$ cat src/i2crm_pkg.sv
`default_nettype none

package i2crm_pkg;

    typedef logic [4:0] t_phase;
    typedef logic [2:0] t_op;
    typedef logic [1:0] t_kind;
    typedef logic [1:0] t_stage;

    localparam t_phase PH_IDLE      = 5'd0;
    localparam t_phase PH_ST_A      = 5'd1;
    localparam t_phase PH_ST_B      = 5'd2;
    localparam t_phase PH_BIT_LO    = 5'd3;
    localparam t_phase PH_BIT_HI    = 5'd4;
    localparam t_phase PH_BIT_TAIL  = 5'd5;
    localparam t_phase PH_ACK_REL   = 5'd6;
    localparam t_phase PH_ACK_HI    = 5'd7;
    localparam t_phase PH_ACK_DONE  = 5'd8;
    localparam t_phase PH_WAIT_BYTE = 5'd9;
    localparam t_phase PH_RD_HI     = 5'd10;
    localparam t_phase PH_RD_LO     = 5'd11;
    localparam t_phase PH_MA_A      = 5'd12;
    localparam t_phase PH_MA_B      = 5'd13;
    localparam t_phase PH_MA_C      = 5'd14;
    localparam t_phase PH_SP_A      = 5'd15;
    localparam t_phase PH_SP_B      = 5'd16;
    localparam t_phase PH_SP_C      = 5'd17;

    localparam t_op OP_TICK  = 3'd0;
    localparam t_op OP_WRITE = 3'd1;
    localparam t_op OP_READ  = 3'd2;
    localparam t_op OP_PROBE = 3'd3;
    localparam t_op OP_BYTE  = 3'd4;

    localparam t_kind KIND_WRITE = 2'd0;
    localparam t_kind KIND_READ  = 2'd1;
    localparam t_kind KIND_PROBE = 2'd2;
    localparam t_kind KIND_FAIL  = 2'd3;

    localparam t_stage STAGE_ADDR  = 2'd0;
    localparam t_stage STAGE_REG   = 2'd1;
    localparam t_stage STAGE_DATA  = 2'd2;
    localparam t_stage STAGE_RADDR = 2'd3;

    localparam int CFG_IDX_W = 4;
    localparam logic [CFG_IDX_W-1:0] CFG_DEV_ADDR    = 4'd0;
    localparam logic [CFG_IDX_W-1:0] CFG_ACK_TIMEOUT = 4'd1;

    localparam logic [6:0]  DEV_ADDR_RST    = 7'd81;
    localparam logic [15:0] ACK_TIMEOUT_RST = 16'd255;

    // output tdata layout
    localparam int OUT_W        = 16;
    localparam int OUT_SCL      = 0;
    localparam int OUT_SDA      = 1;
    localparam int OUT_RD_LO    = 2;
    localparam int OUT_RD_VALID = 10;
    localparam int OUT_NEED     = 11;
    localparam int OUT_BUSY     = 12;
    localparam int OUT_DONE     = 13;
    localparam int OUT_STATUS   = 14;

    typedef struct packed {
        t_op        op;
        logic [7:0] reg_addr;
        logic [7:0] byte_count;
        logic [7:0] write_byte;
        logic       sda_sample;
    } t_item;

    typedef struct packed {
        t_phase      phase;
        logic [3:0]  bit_index;
        logic [7:0]  bytes_left;
        logic [7:0]  shift_reg;
        logic [15:0] wait_count;
        t_kind       kind;
        logic [7:0]  reg_latch;
        logic        scl_drv;
        logic        sda_drv;
        t_stage      stage;
    } t_state;

    typedef struct packed {
        logic [7:0] read_data;
        logic       read_valid;
        logic       read_final;
        logic       done;
        logic       status;
    } t_result;

endpackage

`default_nettype wire

$ cat src/i2crm_step.sv
`default_nettype none

module i2crm_step (
    input  var i2crm_pkg::t_item   i_item,
    input  var i2crm_pkg::t_state  i_state,
    input  wire logic [6:0]        i_dev_addr,
    input  wire logic [15:0]       i_ack_timeout,
    output var i2crm_pkg::t_state  o_state,
    output var i2crm_pkg::t_result o_result
);
    import i2crm_pkg::*;

    logic [3:0] bit_inc;
    logic [7:0] bytes_dec;
    logic [7:0] rd_shift;

    assign bit_inc   = 4'(i_state.bit_index + 4'd1);
    assign bytes_dec = 8'(i_state.bytes_left - 8'd1);
    assign rd_shift  = {i_state.shift_reg[6:0], i_item.sda_sample};

    always_comb begin
        o_state  = i_state;
        o_result = '0;
        case (i_item.op)
            OP_WRITE, OP_READ, OP_PROBE: begin
                if (i_state.phase == PH_IDLE) begin
                    o_state.kind = 2'(i_item.op - OP_WRITE);
                    if (i_item.op != OP_PROBE && i_item.byte_count == 8'd0) begin
                        o_result.done   = 1'b1;
                        o_result.status = 1'b1;
                    end else begin
                        o_state.reg_latch  = i_item.reg_addr;
                        o_state.bytes_left = i_item.byte_count;
                        o_state.stage      = STAGE_ADDR;
                        o_state.shift_reg  = {i_dev_addr, 1'b0};
                        o_state.phase      = PH_ST_A;
                        o_state.scl_drv    = 1'b1;
                        o_state.sda_drv    = 1'b1;
                    end
                end
            end
            OP_BYTE: begin
                if (i_state.phase == PH_WAIT_BYTE) begin
                    o_state.shift_reg = i_item.write_byte;
                    o_state.stage     = STAGE_DATA;
                    o_state.bit_index = 4'd0;
                    o_state.phase     = PH_BIT_LO;
                    o_state.scl_drv   = 1'b0;
                    o_state.sda_drv   = i_item.write_byte[7];
                end
            end
            OP_TICK: begin
                case (i_state.phase)
                    PH_ST_A: begin
                        o_state.phase   = PH_ST_B;
                        o_state.scl_drv = 1'b1;
                        o_state.sda_drv = 1'b0;
                    end
                    PH_ST_B: begin
                        o_state.bit_index = 4'd0;
                        o_state.phase     = PH_BIT_LO;
                        o_state.scl_drv   = 1'b0;
                        o_state.sda_drv   = i_state.shift_reg[7];
                    end
                    PH_BIT_LO: begin
                        o_state.phase   = PH_BIT_HI;
                        o_state.scl_drv = 1'b1;
                        o_state.sda_drv = i_state.shift_reg[7];
                    end
                    PH_BIT_HI: begin
                        o_state.phase   = PH_BIT_TAIL;
                        o_state.scl_drv = 1'b0;
                        o_state.sda_drv = i_state.shift_reg[7];
                    end
                    PH_BIT_TAIL: begin
                        o_state.bit_index = bit_inc;
                        o_state.shift_reg = {i_state.shift_reg[6:0], 1'b0};
                        o_state.scl_drv   = 1'b0;
                        if (bit_inc < 4'd8) begin
                            o_state.phase   = PH_BIT_LO;
                            o_state.sda_drv = i_state.shift_reg[6];
                        end else begin
                            o_state.phase   = PH_ACK_REL;
                            o_state.sda_drv = 1'b1;
                        end
                    end
                    PH_ACK_REL: begin
                        o_state.wait_count = i_ack_timeout;
                        o_state.phase      = PH_ACK_HI;
                        o_state.scl_drv    = 1'b1;
                        o_state.sda_drv    = 1'b1;
                    end
                    PH_ACK_HI: begin
                        if (!i_item.sda_sample) begin
                            o_state.phase   = PH_ACK_DONE;
                            o_state.scl_drv = 1'b0;
                            o_state.sda_drv = 1'b1;
                        end else if (i_state.wait_count == 16'd0) begin
                            o_state.kind    = KIND_FAIL;
                            o_state.phase   = PH_SP_A;
                            o_state.scl_drv = 1'b0;
                            o_state.sda_drv = 1'b0;
                        end else begin
                            o_state.wait_count = 16'(i_state.wait_count - 16'd1);
                        end
                    end
                    PH_ACK_DONE: begin
                        case (i_state.stage)
                            STAGE_ADDR: begin
                                if (i_state.kind == KIND_PROBE) begin
                                    o_state.phase   = PH_SP_A;
                                    o_state.scl_drv = 1'b0;
                                    o_state.sda_drv = 1'b0;
                                end else begin
                                    o_state.shift_reg = i_state.reg_latch;
                                    o_state.stage     = STAGE_REG;
                                    o_state.bit_index = 4'd0;
                                    o_state.phase     = PH_BIT_LO;
                                    o_state.scl_drv   = 1'b0;
                                    o_state.sda_drv   = i_state.reg_latch[7];
                                end
                            end
                            STAGE_REG: begin
                                if (i_state.kind == KIND_READ) begin
                                    o_state.shift_reg = {i_dev_addr, 1'b1};
                                    o_state.stage     = STAGE_RADDR;
                                    o_state.phase     = PH_ST_A;
                                    o_state.scl_drv   = 1'b1;
                                    o_state.sda_drv   = 1'b1;
                                end else begin
                                    o_state.phase   = PH_WAIT_BYTE;
                                    o_state.scl_drv = 1'b0;
                                    o_state.sda_drv = 1'b1;
                                end
                            end
                            STAGE_DATA: begin
                                o_state.bytes_left = bytes_dec;
                                o_state.scl_drv    = 1'b0;
                                if (bytes_dec == 8'd0) begin
                                    o_state.phase   = PH_SP_A;
                                    o_state.sda_drv = 1'b0;
                                end else begin
                                    o_state.phase   = PH_WAIT_BYTE;
                                    o_state.sda_drv = 1'b1;
                                end
                            end
                            default: begin
                                o_state.bit_index = 4'd0;
                                o_state.shift_reg = 8'd0;
                                o_state.phase     = PH_RD_HI;
                                o_state.scl_drv   = 1'b1;
                                o_state.sda_drv   = 1'b1;
                            end
                        endcase
                    end
                    PH_RD_HI: begin
                        o_state.shift_reg = rd_shift;
                        if (i_state.bit_index == 4'd7) begin
                            o_result.read_valid = 1'b1;
                            o_result.read_data  = rd_shift;
                            o_result.read_final = (i_state.bytes_left == 8'd1);
                        end
                        o_state.phase   = PH_RD_LO;
                        o_state.scl_drv = 1'b0;
                        o_state.sda_drv = 1'b1;
                    end
                    PH_RD_LO: begin
                        o_state.bit_index = bit_inc;
                        if (bit_inc < 4'd8) begin
                            o_state.phase   = PH_RD_HI;
                            o_state.scl_drv = 1'b1;
                            o_state.sda_drv = 1'b1;
                        end else begin
                            o_state.phase   = PH_MA_A;
                            o_state.scl_drv = 1'b0;
                            o_state.sda_drv = !(i_state.bytes_left > 8'd1);
                        end
                    end
                    PH_MA_A: begin
                        o_state.phase   = PH_MA_B;
                        o_state.scl_drv = 1'b1;
                    end
                    PH_MA_B: begin
                        o_state.phase   = PH_MA_C;
                        o_state.scl_drv = 1'b0;
                    end
                    PH_MA_C: begin
                        o_state.bytes_left = bytes_dec;
                        if (bytes_dec == 8'd0) begin
                            o_state.phase   = PH_SP_A;
                            o_state.scl_drv = 1'b0;
                            o_state.sda_drv = 1'b0;
                        end else begin
                            o_state.bit_index = 4'd0;
                            o_state.phase     = PH_RD_HI;
                            o_state.scl_drv   = 1'b1;
                            o_state.sda_drv   = 1'b1;
                        end
                    end
                    PH_SP_A: begin
                        o_state.phase   = PH_SP_B;
                        o_state.scl_drv = 1'b1;
                        o_state.sda_drv = 1'b0;
                    end
                    PH_SP_B: begin
                        o_state.phase   = PH_SP_C;
                        o_state.scl_drv = 1'b1;
                        o_state.sda_drv = 1'b1;
                    end
                    PH_SP_C: begin
                        o_result.done   = 1'b1;
                        o_result.status = (i_state.kind == KIND_FAIL);
                        o_state.phase   = PH_IDLE;
                        o_state.scl_drv = 1'b1;
                        o_state.sda_drv = 1'b1;
                    end
                    default: begin
                    end
                endcase
            end
            default: begin
            end
        endcase
    end

endmodule

`default_nettype wire

$ cat src/i2c_register_master_core.sv
// Byte-level I2C master for register write, register read and address probe.
// Input stream: each item carries an op in tuser. A begin op (write, read,
// probe) starts a transfer from idle; each tick op ends one bus half-period
// and carries the sampled SDA level; a write-byte op supplies the next data
// byte while need_byte is shown. Every accepted item yields exactly one
// result item with the SCL/SDA drive for the next half-period, any received
// byte (tlast marks the final one) and the busy, done and status flags.
// Config channel: index 0 device address, index 1 ACK timeout in ticks;
// always ready. The user must see that it is written only while no transfer
// runs; the block does not enforce this. Throughput is one item per clock.
// The result comes from the output register fed by the step logic. When the
// receiver stalls, the output register holds its item and s_axis_tready
// drops until it is taken; with tready high the input is taken every cycle.
// Synchronous reset returns the bus to idle with both lines released, the
// output empty and the config registers at defaults.
`default_nettype none

module i2c_register_master_core (
    input  wire logic                           i_clk,
    input  wire logic                           i_rst_n,
    input  wire logic                           s_axis_tvalid,
    output var  logic                           s_axis_tready,
    // [7:0] reg_addr, [15:8] byte_count, [23:16] write_byte, [24] sda_sample
    input  wire logic [31:0]                    s_axis_tdata,
    // [2:0] op
    input  wire logic [2:0]                     s_axis_tuser,
    output var  logic                           m_axis_tvalid,
    input  wire logic                           m_axis_tready,
    // [0] scl_level, [1] sda_level, [9:2] read_data, [10] read_valid,
    // [11] need_byte, [12] busy_res, [13] done_res, [14] status
    output var  logic [i2crm_pkg::OUT_W-1:0]    m_axis_tdata,
    output var  logic                           m_axis_tlast,
    input  wire logic                           i_cfg_valid,
    output var  logic                           o_cfg_ready,
    input  wire logic [i2crm_pkg::CFG_IDX_W-1:0] i_cfg_index,
    input  wire logic [15:0]                    i_cfg_data
);
    import i2crm_pkg::*;

    t_state      r_state;
    t_state      n_state;
    t_result     n_result;
    t_item       in_item;
    logic [6:0]  r_dev_addr;
    logic [15:0] r_ack_timeout;
    logic        r_out_valid;
    logic [OUT_W-1:0] r_out_data;
    logic [OUT_W-1:0] n_out_data;
    logic        r_out_last;
    logic        in_accept;

    assign in_item = {s_axis_tuser, s_axis_tdata[7:0], s_axis_tdata[15:8],
                      s_axis_tdata[23:16], s_axis_tdata[24]};

    assign s_axis_tready = !r_out_valid || m_axis_tready;
    assign in_accept     = s_axis_tvalid && s_axis_tready;
    assign o_cfg_ready   = 1'b1;

    i2crm_step u_step (
        .i_item        (in_item),
        .i_state       (r_state),
        .i_dev_addr    (r_dev_addr),
        .i_ack_timeout (r_ack_timeout),
        .o_state       (n_state),
        .o_result      (n_result)
    );

    always_ff @(posedge i_clk) begin
        if (!i_rst_n) begin
            r_state       <= '{phase: PH_IDLE, scl_drv: 1'b1, sda_drv: 1'b1, default: '0};
            r_out_valid   <= 1'b0;
            r_dev_addr    <= DEV_ADDR_RST;
            r_ack_timeout <= ACK_TIMEOUT_RST;
        end else begin
            if (in_accept) begin
                r_state     <= n_state;
                r_out_valid <= 1'b1;
            end else if (m_axis_tready) begin
                r_out_valid <= 1'b0;
            end
            if (i_cfg_valid) begin
                if (i_cfg_index == CFG_DEV_ADDR) begin
                    r_dev_addr <= i_cfg_data[6:0];
                end else if (i_cfg_index == CFG_ACK_TIMEOUT) begin
                    r_ack_timeout <= i_cfg_data;
                end
            end
        end
    end

    always_comb begin
        n_out_data                 = '0;
        n_out_data[OUT_SCL]        = n_state.scl_drv;
        n_out_data[OUT_SDA]        = n_state.sda_drv;
        n_out_data[OUT_RD_LO +: 8] = n_result.read_data;
        n_out_data[OUT_RD_VALID]   = n_result.read_valid;
        n_out_data[OUT_NEED]       = (n_state.phase == PH_WAIT_BYTE);
        n_out_data[OUT_BUSY]       = (n_state.phase != PH_IDLE);
        n_out_data[OUT_DONE]       = n_result.done;
        n_out_data[OUT_STATUS]     = n_result.status;
    end

    always_ff @(posedge i_clk) begin
        if (in_accept) begin
            r_out_data <= n_out_data;
            r_out_last <= n_result.read_final;
        end
    end

    assign m_axis_tvalid = r_out_valid;
    assign m_axis_tdata  = r_out_data;
    assign m_axis_tlast  = r_out_last;

endmodule

`default_nettype wire

$ cat config.mk
export PLATFORM = sky130hd
export DESIGN_NAME = i2c_register_master_core
export DESIGN_NICKNAME = d
export VERILOG_FILES = /design/src/i2crm_pkg.sv /design/src/i2crm_step.sv /design/src/i2c_register_master_core.sv
export SDC_FILE = /design/constraint.sdc
export NUM_CORES = 1
export LEC_CHECK = 0
export BUFFER_PORTS_ARGS = -buffer_cell sky130_fd_sc_hd__buf_2
export CAP_MARGIN = 10
export CORE_MARGIN = 5
export CORE_UTILIZATION = 58
export CTS_CLUSTER_SIZE = 28
export DETAILED_ROUTE_END_ITERATION = 10
export PLACE_DENSITY = 0.8
export SYNTH_ARGS = -nofsm -noshare
export SYNTH_HDL_FRONTEND = slang
export SYNTH_SLANG_ARGS = --single-unit
$ cat constraint.sdc
create_clock -name i_clk -period 3.1 [get_ports i_clk]
set_input_delay 0.155 -clock i_clk [delete_from_list [all_inputs] [get_ports i_clk]]
set_output_delay 0.155 -clock i_clk [all_outputs]
set_load 0.01 [all_outputs]
==> metrics <==
Post-DRT Antenna Nets=0; final core utilization=0.660; Max Used Layer=met4; fin area=between 6000 and 7000 sq um; routed vias/inst=around 6.3; Avg Cell Area, Syn=about 8 sq um; Worst Skew=roughly 0.014 ns; Req. time, crit path=between 3 and 4 ns; DRT iter0 DRCs=between 500 and 600; worst hold slack=approximately 0.0081 ns; post-cts sizing count=0; DP Worst Slack=about 0.38 ns; placed cell count=between 900 and 1000; Post-CTS Setup Bufs=0; CTS buffer count=9; I/O pin cnt=80; DR WL met2=approximately 7.5 mm; Die Y=approximately 110 um; Cell Area, Synth=about 5700 sq um; final hold vios=0; die footprint=12000 sq um; worst hold path depth=3; Post-synth EDFFs=16; clock sink count=95; max_cap viols=0; Synth area leaders=dfxtp_1 (28%), edfxtp_1 (8.4%), a21oi_1 (6.9%), nand2_1 (6.7%), nor2_1 (4.4%); r2r startpoint=r_state[39]$_SDFFE_PN0P_; worst reg2reg path depth=9; met3 WL post-DR=1.45 mm; total power=2.59 mW; fin crit period=between 2 and 3 ns; top cells by count, synth=nand2_1 (102), a21oi_1 (79), dfxtp_1 (79); Final setup viols=0; Pre-antenna DRT Iters=5; buffer levels on the longest clock path=2; Routed WL per cell=~18 um; H-tree levels=3; chip width=about 110 um; CP Data Arrival Time=approximately 3.0 ns; vias in the first global route=~5400; DP Wirelength=around 12 mm; area leader, netlist=dfxtp_1; initial antenna violation count=0; most common cell in the netlist=nand2_1; Worst slew margin=0.323; area of the core=slightly below 10000 sq um; CP endpoint kind=register; post-synthesis net count=between 700 and 800; CTS Hold Bufs=0; critical path class=reg -> reg; gpl congestion=about 1.0; fraction of registers with async set/reset=0; power density cells=between 400 and 500 nW/um^2; status=completed; worst setup margin=approximately 0.26 ns; Peak supply drop=0.283 mV; clk root buf=clkbuf_8; max-slew violation count=0; fillers=between 800 and 900; Reg clk slew, reported paths=0.10 ns; Static Leakage=around 2.5 nW; Hold Startpoint=i_cfg_data[0]; Layout Nets=between 800 and 900; Fmax achieved=about 0.35 GHz; Max FO, Critical Path=6; CTS tree=built; hold worst-path end=r_ack_timeout[0]$_SDFFE_PN1P_; r2r setup slk=approximately 0.26 ns; placed inst area=~6200 sq um; min-delay worst type=in -> reg; DRC=0; warnings from Yosys=0; Seq/Total Area, Yosys=0.360; Initial Util=0.592; Diodes inserted=0; PortBufs=70; Distinct cells, synth=86; GRT Resource Usage Total=0.287; global-route wire length before repair=approximately 27 mm; share of cells above drive strength 1=0.174; R2R Path End=m_axis_tdata[1]$_DFFE_PP_; largest net degree at the start of global routing=38; Post-Route WL=between 15 and 20 mm; CP Launch Type=register; RSZ-0062 raised after global routing=no; post-synth top area share=0.276; row count=36; total grt overflow=0; Setup TNS=0 ns; Cell Count, Final, Fillers Out=around 930; Final Cycle Share=0.917; Metal-1 WL=7.53 mm; worst skew pair latency=0.37 ns; via count=roughly 5800; flops & latches, synth=95; area grow syn2layout=11.6%; Syn Inst Count=~730; ys flop type=dfxtp_1; pin slew with the least headroom to its limit=roughly 1.0 ns
==> layout by cell type (no fill, tap or decap), types with 12 or more instances in the layout <==
cell	instances
nand2_1	102
a21oi_1	79
dfxtp_1	79
buf_2	70
nor2_1	67
o21ai_0	42
nand3_1	32
buf_4	27
inv_1	22
edfxtp_1	16
and2_1	15
nand3b_1	13
nor3_1	12
mux2i_1	12
ha_1	12
==> cells by family after synthesis <==
| family | synth area share |
|---|---|
| AOI/OAI and AO/OA | 0.260 |
| xor gates and xnor gates | 0.00764 |
| adders and majority gates | 0.0262 |
| buffers and inverters | 0.0565 |
| DFF | 0.360 |
| muxes | 0.0210 |
| other | 0.00131 |
| and+or+nand+nor | 0.268 |
==> power breakdown <==
group	internal [mW]	leakage, nW	switching, mW	total [mW]
logic	0.181	1.56	0.290	0.471
clock network	0.306	0.0944	0.481	0.786
registers	1.29	0.795	0.0455	1.34
==> per-layer routing <==
| layer | vias to the layer above | GRT usage |
|---|---|---|
| met5 | - | 0 |
| met4 | 0 | 0.110 |
| met3 | 47 | 0.0511 |
| met2 | 305 | 0.439 |
| met1 | 2715 | 0.402 |
| li1 | 2759 | - |
==> critical path, stage by stage, from the launching register on <==
cell	delay, ns
dfxtp_1	0.36
inv_1	0.11
ha_1	0.28
nor3b_1	0.53
a32o_1	0.26
a22oi_1	0.10
nor2_1	0.38
o211ai_1	0.24
o21ai_0	0.21
a21boi_0	0.12
==> layout make-up <==
class,count,area (sq um),area share
tap,133,166,0.0260
multi-input combinational,561,3350,0.524
inverter,24,90.1,0.0141
sequential,95,2060,0.322
clock inverter,6,47.5,0.00743
timing repair buffer,97,553,0.0865
clock buffer,10,128,0.0200
==> how the worst max path moves through the flow <==
| stage | from | end | slack, ns | cells after the start |
|---|---|---|---|---|
| 2_1_floorplan | r_state[38]$_SDFFE_PN0P_ | m_axis_tdata[12]$_DFFE_PP_ | 0.79 | 9 |
| 3_3_place_gp | r_state[52]$_SDFFE_PN0P_ | r_state[16]$_SDFFE_PN0P_ | 0.45 | 6 |
| 3_5_place_dp | r_state[52]$_SDFFE_PN0P_ | r_state[21]$_SDFFE_PN0P_ | 0.38 | 6 |
| 4_1_cts | r_state[52]$_SDFFE_PN0P_ | r_state[21]$_SDFFE_PN0P_ | 0.36 | 6 |
| 5_1_grt | r_state[38]$_SDFFE_PN0P_ | m_axis_tdata[11]$_DFFE_PP_ | 0.03 | 9 |
| 6_report | r_state[39]$_SDFFE_PN0P_ | m_axis_tdata[1]$_DFFE_PP_ | 0.26 | 9 |
==> sequential cells by signal (all words and copies together), names as in the netlist <==
| register | flops |
|---|---|
| m_axis_tvalid | 1 |
| r_dev_addr | 7 |
| m_axis_tdata | 15 |
| r_ack_timeout | 16 |
| r_state | 55 |
| m_axis_tlast | 1 |
(Power assumes the default switching activity.)
